`config.mk`:
```
export PLATFORM = sky130hd
export DESIGN_NAME = ir_text_tokenizer_core
export DESIGN_NICKNAME = d
export VERILOG_FILES = /design/src/rtl/irtok_pkg.sv /design/src/rtl/irtok_outq.sv /design/src/rtl/irtok_scan.sv /design/src/rtl/ir_text_tokenizer_core.sv
export SDC_FILE = /design/constraint.sdc
export NUM_CORES = 1
export LEC_CHECK = 0
export BUFFER_PORTS_ARGS = -buffer_cell sky130_fd_sc_hd__buf_2
export CAP_MARGIN = 0
export CORE_ASPECT_RATIO = 1.25
export CORE_MARGIN = 1
export CORE_UTILIZATION = 45
export DETAILED_ROUTE_END_ITERATION = 8
export PLACE_DENSITY = 0.6
export SYNTH_ARGS = -nofsm -noshare
export SYNTH_HDL_FRONTEND = slang
export SYNTH_HIERARCHICAL = 1
export SYNTH_SLANG_ARGS = --single-unit
```
`constraint.sdc`:
```
create_clock -name clk -period 9.7 [get_ports clk]
set_clock_uncertainty 0.1 [all_clocks]
set_input_delay 1.455 -clock clk [delete_from_list [all_inputs] [get_ports clk]]
set_output_delay 1.455 -clock clk [all_outputs]
set_load 0.03 [all_outputs]
```
`src/rtl/irtok_pkg.sv`:
```
// Shared types, codes and character tables for the IR text tokenizer.
// No dependencies; every other file in rtl/ imports this package.
package irtok_pkg;

  localparam int OFFSET_BITS_DEF = 20;
  localparam int FIELD_OFF_W     = 20;
  localparam int NUM_KW          = 10;
  localparam int KW_MAX_LEN      = 11;
  localparam int Q_DEPTH         = 4;

  typedef enum logic [3:0] {
    MODE_IDLE,
    MODE_COMMENT,
    MODE_SYMBOL,
    MODE_VARIABLE,
    MODE_STRING,
    MODE_ARROW,
    MODE_WORD,
    MODE_NUMBER,
    MODE_ERROR
  } scan_mode_t;

  localparam logic [4:0] KIND_INVALID  = 5'd0;
  localparam logic [4:0] KIND_SYMBOL   = 5'd1;
  localparam logic [4:0] KIND_NUMBER   = 5'd2;
  localparam logic [4:0] KIND_STRING   = 5'd3;
  localparam logic [4:0] KIND_VARIABLE = 5'd4;
  localparam logic [4:0] KIND_LPAREN   = 5'd5;
  localparam logic [4:0] KIND_RPAREN   = 5'd6;
  localparam logic [4:0] KIND_LBRACK   = 5'd7;
  localparam logic [4:0] KIND_RBRACK   = 5'd8;
  localparam logic [4:0] KIND_COMMA    = 5'd9;
  localparam logic [4:0] KIND_ARROW    = 5'd10;
  localparam logic [4:0] KIND_EQUAL    = 5'd11;
  localparam logic [4:0] KIND_PLUS     = 5'd12;
  localparam logic [4:0] KIND_KW_BASE  = 5'd13;

  localparam logic [2:0] ERR_NONE   = 3'd0;
  localparam logic [2:0] ERR_CHAR   = 3'd1;
  localparam logic [2:0] ERR_ARROW  = 3'd2;
  localparam logic [2:0] ERR_STRING = 3'd3;
  localparam logic [2:0] ERR_LONG   = 3'd4;

  localparam logic [7:0] CH_NUL     = 8'h00;
  localparam logic [7:0] CH_TAB     = 8'h09;
  localparam logic [7:0] CH_LF      = 8'h0A;
  localparam logic [7:0] CH_CR      = 8'h0D;
  localparam logic [7:0] CH_SPACE   = 8'h20;
  localparam logic [7:0] CH_QUOTE   = 8'h22;
  localparam logic [7:0] CH_HASH    = 8'h23;
  localparam logic [7:0] CH_PERCENT = 8'h25;
  localparam logic [7:0] CH_LPAREN  = 8'h28;
  localparam logic [7:0] CH_RPAREN  = 8'h29;
  localparam logic [7:0] CH_PLUS    = 8'h2B;
  localparam logic [7:0] CH_COMMA   = 8'h2C;
  localparam logic [7:0] CH_MINUS   = 8'h2D;
  localparam logic [7:0] CH_DOT     = 8'h2E;
  localparam logic [7:0] CH_EQUAL   = 8'h3D;
  localparam logic [7:0] CH_GT      = 8'h3E;
  localparam logic [7:0] CH_AT      = 8'h40;
  localparam logic [7:0] CH_LBRACK  = 8'h5B;
  localparam logic [7:0] CH_RBRACK  = 8'h5D;
  localparam logic [7:0] CH_UNDER   = 8'h5F;

  // Keyword text, right-justified: the first character sits in the highest used byte.
  localparam logic [KW_MAX_LEN*8-1:0] KW_TEXT [NUM_KW] = '{
    "never", "unit", "i32", "half", "word", "ptr", "add", "call", "ret",
    {"entry", CH_UNDER, "point"}
  };
  localparam logic [3:0] KW_LEN [NUM_KW] = '{
    4'd5, 4'd4, 4'd3, 4'd4, 4'd4, 4'd3, 4'd3, 4'd4, 4'd3, 4'd11
  };

  typedef struct packed {
    logic [7:0] text_byte;
    logic       end_of_source;
  } tok_in_t;

  typedef struct packed {
    logic [4:0]             token_kind;
    logic [2:0]             error_kind;
    logic [FIELD_OFF_W-1:0] start_offset;
    logic [FIELD_OFF_W-1:0] token_length;
    logic                   last_of_run;
  } tok_out_t;

  // Results of one byte, already packed toward the front.
  typedef struct packed {
    logic [1:0] count;
    tok_out_t   first;
    tok_out_t   second;
  } scan_res_t;

  function automatic logic is_space(input logic [7:0] b);
    return (b == CH_SPACE) || (b == CH_TAB) || (b == CH_CR) || (b == CH_LF);
  endfunction

  function automatic logic is_alpha(input logic [7:0] b);
    return ((b >= 8'h61) && (b <= 8'h7A)) || ((b >= 8'h41) && (b <= 8'h5A));
  endfunction

  function automatic logic is_digit(input logic [7:0] b);
    return (b >= 8'h30) && (b <= 8'h39);
  endfunction

  function automatic logic is_word_char(input logic [7:0] b);
    return is_alpha(b) || is_digit(b) || (b == CH_UNDER) || (b == CH_DOT);
  endfunction

  function automatic logic [4:0] single_kind(input logic [7:0] b);
    logic [4:0] k;
    unique case (b)
      CH_LPAREN: k = KIND_LPAREN;
      CH_RPAREN: k = KIND_RPAREN;
      CH_LBRACK: k = KIND_LBRACK;
      CH_RBRACK: k = KIND_RBRACK;
      CH_COMMA:  k = KIND_COMMA;
      CH_EQUAL:  k = KIND_EQUAL;
      CH_PLUS:   k = KIND_PLUS;
      default:   k = KIND_INVALID;
    endcase
    return k;
  endfunction

  // Drops every keyword that cannot match once byte b sits at position wp.
  function automatic logic [NUM_KW-1:0] kw_feed(input logic [NUM_KW-1:0] cand,
                                                input logic [3:0] wp,
                                                input logic [7:0] b);
    logic [NUM_KW-1:0] c;
    int                sh;
    c = cand;
    for (int k = 0; k < NUM_KW; k++) begin
      if (wp >= KW_LEN[k]) begin
        c[k] = 1'b0;
      end else begin
        sh = (int'(KW_LEN[k]) - 1 - int'(wp)) * 8;
        if (KW_TEXT[k][sh +: 8] != b) c[k] = 1'b0;
      end
    end
    return c;
  endfunction

  // The lowest keyword still standing whose length equals the word length wins.
  function automatic logic [4:0] word_kind(input logic [NUM_KW-1:0] cand,
                                           input logic [3:0] wp);
    logic [4:0] kind;
    kind = KIND_INVALID;
    for (int k = NUM_KW - 1; k >= 0; k--) begin
      if (cand[k] && (KW_LEN[k] == wp)) kind = KIND_KW_BASE + 5'(k);
    end
    return kind;
  endfunction

endpackage

```
`src/rtl/irtok_outq.sv`:
```
// Result queue of the IR text tokenizer: takes up to two results a cycle, gives one.
// Depends on irtok_pkg.
module irtok_outq (
  input  logic               clk,
  input  logic               rst_n,
  input  logic [1:0]         push_cnt,
  input  irtok_pkg::tok_out_t push0,
  input  irtok_pkg::tok_out_t push1,
  output logic               has_room,
  output logic               out_valid,
  input  logic               out_ready,
  output irtok_pkg::tok_out_t out_data
);
  import irtok_pkg::*;

  localparam int PTR_W = $clog2(Q_DEPTH);
  localparam int CNT_W = $clog2(Q_DEPTH + 1);

  tok_out_t         mem_r [Q_DEPTH];
  logic [PTR_W-1:0] wr_ptr_r, wr_ptr_nxt;
  logic [PTR_W-1:0] rd_ptr_r, rd_ptr_nxt;
  logic [CNT_W-1:0] cnt_r, cnt_nxt;
  logic [PTR_W-1:0] wr_ptr_p1;
  logic             pop;

  assign pop       = out_valid && out_ready;
  assign wr_ptr_p1 = wr_ptr_r + PTR_W'(1);
  assign out_valid = (cnt_r != '0);
  assign out_data  = mem_r[rd_ptr_r];
  // Room for the worst case of two results from one byte.
  assign has_room  = (cnt_r <= CNT_W'(Q_DEPTH - 2));

  always_comb begin
    wr_ptr_nxt = wr_ptr_r + PTR_W'(push_cnt);
    rd_ptr_nxt = pop ? rd_ptr_r + PTR_W'(1) : rd_ptr_r;
    cnt_nxt    = cnt_r + CNT_W'(push_cnt) - CNT_W'(pop);
  end

  always_ff @(posedge clk) begin
    if (!rst_n) begin
      wr_ptr_r <= '0;
      rd_ptr_r <= '0;
      cnt_r    <= '0;
    end else begin
      wr_ptr_r <= wr_ptr_nxt;
      rd_ptr_r <= rd_ptr_nxt;
      cnt_r    <= cnt_nxt;
    end
  end

  always_ff @(posedge clk) begin
    if (push_cnt != 2'd0) mem_r[wr_ptr_r] <= push0;
    if (push_cnt == 2'd2) mem_r[wr_ptr_p1] <= push1;
  end

endmodule

```
`src/rtl/irtok_scan.sv`:
```
// Scanner of the IR text tokenizer: holds the lexer state and turns one byte
// into up to two results. Depends on irtok_pkg.
module irtok_scan #(
  parameter int OFFSET_BITS = irtok_pkg::OFFSET_BITS_DEF
) (
  input  logic                clk,
  input  logic                rst_n,
  input  logic                fire,
  input  irtok_pkg::tok_in_t  in_item,
  output irtok_pkg::scan_res_t res
);
  import irtok_pkg::*;

  localparam logic [OFFSET_BITS-1:0] OFF_MAX = '1;

  scan_mode_t             mode_r, mode_nxt;
  logic [OFFSET_BITS-1:0] pos_r, pos_nxt;
  logic [OFFSET_BITS-1:0] ts_r, ts_nxt;
  logic [NUM_KW-1:0]      kwc_r, kwc_nxt;
  logic [3:0]             wpos_r, wpos_nxt;

  scan_mode_t             mode1;
  logic [OFFSET_BITS-1:0] ts1;
  logic [NUM_KW-1:0]      kwc1;
  logic [3:0]             wpos1;
  logic                   run_idle;
  logic                   e1_v, e2_v, e3_v;
  tok_out_t               e1, e2, e3;
  logic [7:0]             b;
  logic [4:0]             sk;
  logic [OFFSET_BITS-1:0] len_open, len_incl, len_last;

  function automatic tok_out_t mk(input logic [4:0] kind, input logic [2:0] err,
                                  input logic [OFFSET_BITS-1:0] start,
                                  input logic [OFFSET_BITS-1:0] len);
    tok_out_t                           t;
    logic [OFFSET_BITS+FIELD_OFF_W-1:0] s_ext, l_ext;
    s_ext          = {{FIELD_OFF_W{1'b0}}, start};
    l_ext          = {{FIELD_OFF_W{1'b0}}, len};
    t.token_kind   = kind;
    t.error_kind   = err;
    t.start_offset = s_ext[FIELD_OFF_W-1:0];
    t.token_length = l_ext[FIELD_OFF_W-1:0];
    t.last_of_run  = 1'b0;
    return t;
  endfunction

  always_comb begin
    b        = in_item.text_byte;
    sk       = single_kind(b);
    len_open = pos_r - ts_r;
    len_incl = pos_r - ts_r + OFFSET_BITS'(1);
    mode1    = mode_r;
    ts1      = ts_r;
    kwc1     = kwc_r;
    wpos1    = wpos_r;
    run_idle = 1'b0;
    e1_v     = 1'b0;
    e2_v     = 1'b0;
    e3_v     = 1'b0;
    e1       = '0;
    e2       = '0;
    e3       = '0;

    // A byte landing on the last offset drops any pending token.
    if ((mode_r != MODE_ERROR) && (pos_r == OFF_MAX)) begin
      e1_v  = 1'b1;
      e1    = mk(KIND_INVALID, ERR_LONG, pos_r, '0);
      mode1 = MODE_ERROR;
    end else begin
      unique case (mode_r)
        MODE_IDLE: run_idle = 1'b1;
        MODE_COMMENT: begin
          if (b == CH_LF) mode1 = MODE_IDLE;
        end
        MODE_SYMBOL, MODE_VARIABLE: begin
          if (is_space(b)) begin
            e1_v  = 1'b1;
            e1    = mk((mode_r == MODE_SYMBOL) ? KIND_SYMBOL : KIND_VARIABLE, ERR_NONE,
                       ts_r, len_open);
            mode1 = MODE_IDLE;
          end
        end
        MODE_STRING: begin
          if (b == CH_QUOTE) begin
            e1_v  = 1'b1;
            e1    = mk(KIND_STRING, ERR_NONE, ts_r, len_incl);
            mode1 = MODE_IDLE;
          end
        end
        MODE_ARROW: begin
          e1_v = 1'b1;
          if (b == CH_GT) begin
            e1    = mk(KIND_ARROW, ERR_NONE, ts_r, OFFSET_BITS'(2));
            mode1 = MODE_IDLE;
          end else begin
            e1    = mk(KIND_INVALID, ERR_ARROW, ts_r, '0);
            mode1 = MODE_ERROR;
          end
        end
        MODE_WORD, MODE_NUMBER: begin
          if (is_word_char(b)) begin
            if (mode_r == MODE_WORD) begin
              kwc1  = kw_feed(kwc_r, wpos_r, b);
              wpos1 = (wpos_r == 4'hF) ? wpos_r : wpos_r + 4'd1;
            end
          end else begin
            // The closing byte is then handled as if between tokens.
            e1_v     = 1'b1;
            e1       = mk((mode_r == MODE_WORD) ? word_kind(kwc_r, wpos_r) : KIND_NUMBER,
                          ERR_NONE, ts_r, len_open);
            mode1    = MODE_IDLE;
            run_idle = 1'b1;
          end
        end
        MODE_ERROR: mode1 = MODE_ERROR;
        default:    mode1 = MODE_ERROR;
      endcase
    end

    if (run_idle) begin
      ts1 = pos_r;
      priority if ((b == CH_NUL) || is_space(b)) begin
        mode1 = MODE_IDLE;
      end else if (sk != KIND_INVALID) begin
        e2_v = 1'b1;
        e2   = mk(sk, ERR_NONE, pos_r, OFFSET_BITS'(1));
      end else if (b == CH_HASH) begin
        mode1 = MODE_COMMENT;
      end else if (b == CH_AT) begin
        mode1 = MODE_SYMBOL;
      end else if (b == CH_PERCENT) begin
        mode1 = MODE_VARIABLE;
      end else if (b == CH_QUOTE) begin
        mode1 = MODE_STRING;
      end else if (b == CH_MINUS) begin
        mode1 = MODE_ARROW;
      end else if (is_alpha(b)) begin
        mode1 = MODE_WORD;
        kwc1  = kw_feed('1, 4'd0, b);
        wpos1 = 4'd1;
      end else if (is_digit(b)) begin
        mode1 = MODE_NUMBER;
      end else begin
        e2_v  = 1'b1;
        e2    = mk(KIND_INVALID, ERR_CHAR, pos_r, '0);
        mode1 = MODE_ERROR;
      end
    end

    // End of source closes whatever is still open, including this byte.
    len_last = pos_r - ts1 + OFFSET_BITS'(1);
    if (in_item.end_of_source) begin
      unique case (mode1)
        MODE_SYMBOL: begin
          e3_v = 1'b1;
          e3   = mk(KIND_SYMBOL, ERR_NONE, ts1, len_last);
        end
        MODE_VARIABLE: begin
          e3_v = 1'b1;
          e3   = mk(KIND_VARIABLE, ERR_NONE, ts1, len_last);
        end
        MODE_WORD: begin
          e3_v = 1'b1;
          e3   = mk(word_kind(kwc1, wpos1), ERR_NONE, ts1, len_last);
        end
        MODE_NUMBER: begin
          e3_v = 1'b1;
          e3   = mk(KIND_NUMBER, ERR_NONE, ts1, len_last);
        end
        MODE_STRING: begin
          e3_v = 1'b1;
          e3   = mk(KIND_INVALID, ERR_STRING, ts1, '0);
        end
        MODE_ARROW: begin
          e3_v = 1'b1;
          e3   = mk(KIND_INVALID, ERR_ARROW, ts1, '0);
        end
        default: e3_v = 1'b0;
      endcase
      mode_nxt = MODE_IDLE;
      pos_nxt  = '0;
      ts_nxt   = '0;
      kwc_nxt  = '1;
      wpos_nxt = 4'd0;
    end else begin
      mode_nxt = mode1;
      pos_nxt  = (pos_r != OFF_MAX) ? pos_r + OFFSET_BITS'(1) : pos_r;
      ts_nxt   = ts1;
      kwc_nxt  = kwc1;
      wpos_nxt = wpos1;
    end

    // At most two of the three candidates are ever present; pack them to the front.
    res.count  = 2'(e1_v) + 2'(e2_v) + 2'(e3_v);
    res.first  = e1_v ? e1 : (e2_v ? e2 : e3);
    res.second = e1_v ? (e2_v ? e2 : e3) : e3;
    if (res.count == 2'd2) begin
      res.second.last_of_run = 1'b1;
    end else begin
      res.first.last_of_run = 1'b1;
    end
  end

  always_ff @(posedge clk) begin
    if (!rst_n) begin
      mode_r <= MODE_IDLE;
      pos_r  <= '0;
      ts_r   <= '0;
      kwc_r  <= '1;
      wpos_r <= 4'd0;
    end else if (fire) begin
      mode_r <= mode_nxt;
      pos_r  <= pos_nxt;
      ts_r   <= ts_nxt;
      kwc_r  <= kwc_nxt;
      wpos_r <= wpos_nxt;
    end
  end

endmodule

```
`src/rtl/ir_text_tokenizer_core.sv`:
```
// IR text tokenizer top level: input register, scanner and result queue.
// A byte taken into the input register is scanned once the result queue has room,
// and its results go into the queue. One byte per cycle is taken while the queue has room;
// two results of one byte leave one after the other, and the four-entry queue absorbs short bursts.
// Reset (rst_n, synchronous, active low) empties the pipeline and returns the
// scanner to idle at offset zero. Depends on irtok_pkg, irtok_scan, irtok_outq.
module ir_text_tokenizer_core #(
  parameter int OFFSET_BITS = irtok_pkg::OFFSET_BITS_DEF
) (
  input  logic                clk,
  input  logic                rst_n,
  input  logic                in_valid,
  output logic                in_ready,
  input  irtok_pkg::tok_in_t  in_data,
  output logic                out_valid,
  input  logic                out_ready,
  output irtok_pkg::tok_out_t out_data
);
  import irtok_pkg::*;

  logic      in_vld_r, in_vld_nxt;
  tok_in_t   in_data_r;
  scan_res_t scan_res;
  logic      q_room;
  logic      scan_fire;
  logic [1:0] push_cnt;

  // The held byte is scanned only when the queue can take both possible results.
  assign scan_fire = in_vld_r && q_room;
  assign in_ready  = !in_vld_r || scan_fire;
  assign push_cnt  = scan_fire ? scan_res.count : 2'd0;

  always_comb begin
    if (in_valid && in_ready) begin
      in_vld_nxt = 1'b1;
    end else if (scan_fire) begin
      in_vld_nxt = 1'b0;
    end else begin
      in_vld_nxt = in_vld_r;
    end
  end

  always_ff @(posedge clk) begin
    if (!rst_n) begin
      in_vld_r <= 1'b0;
    end else begin
      in_vld_r <= in_vld_nxt;
    end
  end

  always_ff @(posedge clk) begin
    if (in_valid && in_ready) in_data_r <= in_data;
  end

  irtok_scan #(
    .OFFSET_BITS(OFFSET_BITS)
  ) u_scan (
    .clk     (clk),
    .rst_n   (rst_n),
    .fire    (scan_fire),
    .in_item (in_data_r),
    .res     (scan_res)
  );

  irtok_outq u_outq (
    .clk       (clk),
    .rst_n     (rst_n),
    .push_cnt  (push_cnt),
    .push0     (scan_res.first),
    .push1     (scan_res.second),
    .has_room  (q_room),
    .out_valid (out_valid),
    .out_ready (out_ready),
    .out_data  (out_data)
  );

endmodule

```
# Yosys cells after proc, flatten, opt, wreduce, memory -nomap -nowiden
# Memory sizes are Yosys's and may differ from the RTL's. A register that Yosys moved wholly into a read port is not among the register bits.
# Cells that the tools add are included.
[totals]
reg_bits = 75
mem_bits_rw = 196
in_bits = 13
out_inout_bits = 51
wordCells = 319
mem_count = 1
[mem_list]
columns = ["name", "words", "width", "read_ports", "rd_clocked_by_memory_dff", "wr", "line", "source"]
rows = [
  ["u_outq.mem_r", 4, 49, 1, 1, 2, "irtok_outq.sv:19", "tok_out_t mem_r [Q_DEPTH];"],
]
[classes]
n_addsub = 17
n_lt_le_gt_ge = 11
eq_ne = 66
n_shift = 10
muxes = 155
reduce_logical = 48
[ops]
columns = ["op", "n"]
rows = [
  ["$shiftx 88x32->8 const A", 10],
  ["$mux 49", 16],
  ["$pmux 49 s6", 1],
  ["$pmux 49 s4", 1],
  ["$mux 10", 14],
  ["$mux 4", 32],
  ["$mux 5", 21],
  ["$eq 8x6->1 const B", 12],
  ["$mux 20", 4],
  ["$ne 7x8->1 const A", 10],
  ["$ne 8x8->1", 10],
  ["$add 20x1->20 const B", 3],
  ["$mux 1", 55],
  ["$mux 48", 1],
  ["$mux 46", 1],
  ["$mux 42", 1],
  ["$sub 20x20->20", 2],
  ["$eq 4x3->1 const B", 8],
  ["$eq 8x7->1 const B", 4],
  ["$pmux 4 s7", 1],
  ["$logic_and 1x1->1", 27],
  ["$eq 8x4->1 const B", 3],
  ["$pmux 4 s6", 1],
  ["$eq 20x20->1 const B", 1],
  ["41 further kinds", 68],
]

# Logic depth before layout (Yosys ltp)
[logic_depth]
depth_word = 35
ltp_mapped = 27
ltp_nobuf = 24

# By module
# The synthesis kept the hierarchy.
[by_module_without_submodules]
columns = ["module", "n_inst", "cells_each", "area_per_inst_um2", "seq_area_each_um2"]
rows = [
  ["irtok_outq", 1, 524, 9960.8, 6065.8],
  ["irtok_scan", 1, 1375, 9351.5, 1161.1],
  ["ir_text_tokenizer_core", 1, 17, 350.3, 290.3],
]

# Worst setup path after synthesis
# Ideal clock, no wire load.
[synth_timing]
path_kind = "register to register"
startpoint = "register in_data_r[5] (netlist bit)"
endpoint = "memory u_outq/mem_r[0][0] (netlist bit), enable pin"
setup_time_ps = 523
t_arrival_ps = 7038
t_required_ps = 9077
path_slack_ps = 2038
path_stages_with_launch = 14
path_buffers = 1
period_less_slack_ps = 7662
cell_sequence = "edfxtp_1 > or4_4 > o221a_2 > or4_4 > a21oi_4 > and2_4 > o2bb2ai_4 > o21ai_2 > buf_2 > fa_1 > inv_1 > and3_2 > o21bai_1 > o21ai_0"
[synth_rtl]
columns = ["item", "line", "source"]
rows = [
  ["from (decl)", "ir_text_tokenizer_core.sv:22", "tok_in_t in_data_r;"],
  ["from (signal assigned)", "ir_text_tokenizer_core.sv:52", "if (in_valid && in_ready) in_data_r <= in_data;"],
  ["to (decl)", "irtok_outq.sv:19", ""],
]

==> impl_table.tex <==
\begin{tabular}{lr}
\hline
Metric & Value \\
\hline
\multicolumn{2}{l}{\textbf{Logic synthesis}} \\
\quad Number of cells produced by synthesis & 1916 \\
\quad Largest cells by area after synthesis & sky130\_fd\_sc\_hd\_\_edfxtp\_1 31\%, sky130\_fd\_sc\_hd\_\_mux2\_2 11\%, sky130\_fd\_sc\_hd\_\_dfxtp\_1 6.9\% \\
\quad Netlist area before placement & 19700 um2 \\
\quad Post-synthesis sequential element count & 273 \\
\quad Post-Synthesis Mean Instance Area & 10.3 um2 \\
\quad Synthesis warning total & 6 \\
\quad Area leader, netlist & sky130\_fd\_sc\_hd\_\_edfxtp\_1 \\
\quad Post-synth EDFFs & 205 \\
\quad Proportion of netlist area held by the largest area contributor & 31.3\% \\
\quad Post-synthesis sequential area ratio & 38.2\% \\
\quad Proportion of register bits with asynchronous set or reset after synthesis & 0\% \\
\quad Synth cell types & 108 \\
\quad Net count of the mapped netlist & 2002 \\
\quad Primary flip-flop cell chosen by synthesis mapping & sky130\_fd\_sc\_hd\_\_edfxtp\_1 \\
\multicolumn{2}{l}{\textbf{Final layout}} \\
\quad Filler cells & 3940 \\
\quad Layout overhead on the synthesized area & 8.91\% \\
\quad Most frequent cells in the layout & 205 x sky130\_fd\_sc\_hd\_\_edfxtp\_1, 184 x sky130\_fd\_sc\_hd\_\_mux2\_2, 156 x sky130\_fd\_sc\_hd\_\_nor2\_1 \\
\quad Util after Layout & 49.7\% \\
\quad Proportion of layout cells with a drive suffix above 1 & 22.5\% \\
\quad Most frequent standard cell in the layout excluding fill and tap cells & sky130\_fd\_sc\_hd\_\_edfxtp\_1 \\
\quad Layout Nets & 2003 \\
\quad Diode count & 0 \\
\multicolumn{2}{l}{\textbf{Clock tree}} \\
\quad Clock tree root driver cell & sky130\_fd\_sc\_hd\_\_clkbuf\_16 \\
\quad Clock Latency Late Sink & 570 ps \\
\quad Post-CTS setup repair buffer count & 0 \\
\quad CTS resizes & 0 \\
\quad CTS clk-pin slew, worst paths & 70 ps \\
\quad Number of clock sinks & 273 \\
\quad Number of buffers added by the clock tree synthesis step & 29 \\
\quad Hold-fix buffers at CTS & 0 \\
\quad Htree depth & 1 \\
\quad Max Buffers Root-to-Sink & 3 \\
\quad TritonCTS clock tree & done \\
\multicolumn{2}{l}{\textbf{Floorplan}} \\
\quad Die outline area & 44500 um2 \\
\quad Area of the placeable core & 43100 um2 \\
\quad Initial core utilization & 45.6\% \\
\quad Chip height & 236 um \\
\quad Num ports & 64 \\
\quad Horiz. Die Dim & 189 um \\
\quad Std cell rows & 85 \\
\multicolumn{2}{l}{\textbf{Run}} \\
\quad Count of maximum capacitance violations & 0 \\
\multicolumn{2}{l}{\textbf{Critical path}} \\
\quad Critical path startpoint category & register \\
\quad Gate family responsible for the most delay along the worst path & compound AO/OA/AOI/OAI gates \\
\quad Stage delay of the slowest cell on the critical path & 850 ps \\
\quad Most frequent CP cell & sky130\_fd\_sc\_hd\_\_nor2\_1 \\
\quad Critical Path, Cell by Cell & buf\_4 -> or4\_4 -> o221a\_2 -> or4\_4 -> a21oi\_4 -> nor2\_1 -> a21oi\_1 -> inv\_1 -> ha\_1 -> inv\_1 -> ha\_1 -> fa\_1 -> a211o\_1 -> a2111oi\_0 -> nor2\_1 -> a41o\_1 -> nor2\_1 -> o31ai\_1 -> a21o\_1 -> a21oi\_1 -> xnor2\_1 -> o211ai\_1 -> mux2\_2 \\
\quad Critical Path Fanout Max & 41 \\
\quad Class of the most critical setup path & reg2reg \\
\quad Max stage delay cell, worst path & sky130\_fd\_sc\_hd\_\_a21oi\_4 \\
\quad Critical path buffer and inverter count & 3 \\
\quad Arr. time, crit path & 7420 ps \\
\quad Data required time at the worst endpoint & 9930 ps \\
\quad Crit. End Element & register \\
\multicolumn{2}{l}{\textbf{Power}} \\
\quad Power per Cell Area & 160 nW/um2 \\
\quad Worst ir drop on vdd & 0.145 mV \\
\quad Lkg Pwr & 0.00794 uW \\
\multicolumn{2}{l}{\textbf{Min path}} \\
\quad Min-delay worst type & reg2reg \\
\multicolumn{2}{l}{\textbf{STA}} \\
\quad Share of the clock period used by the worst path & 74.2\% \\
\quad Top achievable clock speed & 139 MHz \\
\quad Number of hold violations in the final report & 0 \\
\quad Worst-Margin Slew & 1240 ps \\
\quad Slew Limit Headroom & 17.1\% \\
\quad Final slew viol count & 0 \\
\quad RSZ-0062 raised after global routing & false \\
\quad Worst hold slack after final layout & 397 ps \\
\quad Total of endpoints with negative setup slack in the final report & 0 \\
\quad Post-layout minimum cycle time & 7200 ps \\
\quad Setup\_tns & 0 ps \\
\multicolumn{2}{l}{\textbf{Drt}} \\
\quad DR vias/cell & 6.24 \\
\quad Routed via count & 15600 \\
\quad Final wirelength & 59500 um \\
\quad Average wire per cell in the routed design & 23.7 um \\
\quad Number of iterations in the first detailed-routing pass & 5 \\
\quad Residual antenna-violating net count after detailed routing & 0 \\
\quad Violation count after the first detailed-routing iteration & 1306 \\
\quad DRC violations left & 0 \\
\multicolumn{2}{l}{\textbf{GRT}} \\
\quad Total congestion overflow & 0 \\
\quad Vias in the first global route & 15700 \\
\quad Total GRT Usage & 26.6\% \\
\quad Number of antenna violations at the first check in global routing & 0 \\
\quad Wire length of the first global-routing pass & 92200 um \\
\quad Pin count of the biggest net entering global routing & 50 \\
\multicolumn{2}{l}{\textbf{Place}} \\
\quad Count of input and output buffers & 63 \\
\quad Sum of net half-perimeters after detailed placement & 41100 um \\
\quad Placer congestion estimate & 0.970 \\
\multicolumn{2}{l}{\textbf{Run status}} \\
\quad Outcome & finished, final reports clean \\
\hline
\end{tabular}
-- per-layer routing --
layer	vias up	share of wire, %	global-route usage, %
met5	-	0	0
met4	0	6.0	15.8
met3	138	4.8	2.31
met2	531	49	45.8
met1	7672	40	32.3
li1	7297	-	-
-- cell usage after synthesis, types with 7 or more instances --
cell type and number:
sky130_fd_sc_hd__or3_1 7, sky130_fd_sc_hd__buf_1 12, sky130_fd_sc_hd__o211ai_1 11, sky130_fd_sc_hd__a32oi_1 9
sky130_fd_sc_hd__xor2_1 35, sky130_fd_sc_hd__nand4_1 14, sky130_fd_sc_hd__dfxtp_1 68, sky130_fd_sc_hd__o2bb2ai_1 7
sky130_fd_sc_hd__and3_1 21, sky130_fd_sc_hd__a31oi_1 21, sky130_fd_sc_hd__nand2_1 111, sky130_fd_sc_hd__mux2i_1 8
sky130_fd_sc_hd__buf_4 7, sky130_fd_sc_hd__inv_1 61, sky130_fd_sc_hd__mux2_1 14, sky130_fd_sc_hd__o221ai_1 20
sky130_fd_sc_hd__xnor2_1 44, sky130_fd_sc_hd__and2_1 47, sky130_fd_sc_hd__mux2_2 184, sky130_fd_sc_hd__ha_1 69
sky130_fd_sc_hd__a21oi_1 110, sky130_fd_sc_hd__o31ai_1 11, sky130_fd_sc_hd__o21ai_0 72, sky130_fd_sc_hd__or2_2 12
sky130_fd_sc_hd__nor4_1 14, sky130_fd_sc_hd__nand3_1 51, sky130_fd_sc_hd__nor3_1 29, sky130_fd_sc_hd__nor2b_1 26
sky130_fd_sc_hd__a21o_1 34, sky130_fd_sc_hd__buf_6 10, sky130_fd_sc_hd__o21bai_1 8, sky130_fd_sc_hd__a22oi_1 19
sky130_fd_sc_hd__o21a_1 8, sky130_fd_sc_hd__nor2_1 158, sky130_fd_sc_hd__nor3b_1 8, sky130_fd_sc_hd__mux4_2 49
sky130_fd_sc_hd__clkbuf_1 64, sky130_fd_sc_hd__nand2b_1 23, sky130_fd_sc_hd__a211oi_1 15, sky130_fd_sc_hd__a22o_1 8
sky130_fd_sc_hd__nand3b_1 8, sky130_fd_sc_hd__edfxtp_1 205, sky130_fd_sc_hd__buf_2 31, sky130_fd_sc_hd__o22ai_1 35
-- final timing paths --
check | slack [ps] | cells after the start | to | startpoint
max | 2500 | 23 | u_outq/mem_r[2][20]$_DFFE_PP_ | in_data_r[5]$_DFFE_PP_
min | 400 | 2 | register | u_outq/rd_ptr_r[0]$_SDFFE_PN0P_
max reg2reg | 2500 | 23 | u_outq/mem_r[2][20]$_DFFE_PP_ | in_data_r[5]$_DFFE_PP_
min reg2reg | 400 | 2 | register | u_outq/rd_ptr_r[0]$_SDFFE_PN0P_
-- worst min-delay path: cells and delay by family, from the launching register on --
kind	cells	cell delay [ps]
mux	1	60
flops	1	320
simple gates	1	70
-- flip-flops by register name, indices dropped and copies added (netlist names), named ones only --
| signal | flops |
|---|---|
| u_outq/cnt_r | 3 |
| u_scan/kwc_r | 10 |
| u_outq/rd_ptr_r | 2 |
| u_scan/mode_r | 4 |
| u_scan/pos_r | 20 |
| u_scan/ts_r | 20 |
| in_vld_r | 1 |
| u_outq/wr_ptr_r | 2 |
| u_scan/wpos_r | 4 |
| in_data_r | 9 |
| u_outq/mem_r | 196 |
-- cells by family after synthesis --
kind of cell	count (synthesis)	synth area share [%]
AND/OR/NAND/NOR	573	15.2
adder cells (fa/ha/maj)	73	4.80
XOR/XNOR	81	3.75
multiplexers	256	17.4
buffers and inverters	190	4.35
AO/OA/AOI/OAI	469	16.2
other	1	0.0191
flip-flops	273	38.2
-- cell type report --
cell class | instances | area [um2] | share of cell area, %
flip-flops and latches | 273 | 7520 | 35.1
multi-input cells | 1453 | 11300 | 53.0
clock buffers | 38 | 853 | 3.98
well taps | 565 | 707 | 3.30
repair buffers | 95 | 556 | 2.59
inverters | 65 | 244 | 1.14
clock inverters | 16 | 183 | 0.853
-- through the flow --
stage	setup WS, ps	total power [uW]	area, um2	instances
final	2500	3420	21400	2505
after global routing	1960	3550	21400	2505
after CTS	2520	3450	21400	2505
after detailed placement	2560	2260	20400	2451
after global placement	2540	2250	20400	2451
after floorplan	2040	2030	19700	1916
-- where the power goes --
part | switching, uW | internal (uW) | leakage, uW
Combinational | 541 | 304 | 0.00492
Clock | 490 | 704 | 0.000512
Sequential | 49.8 | 1330 | 0.00251
Total | 1080 | 2340 | 0.00794
(Power assumes the default switching activity.)
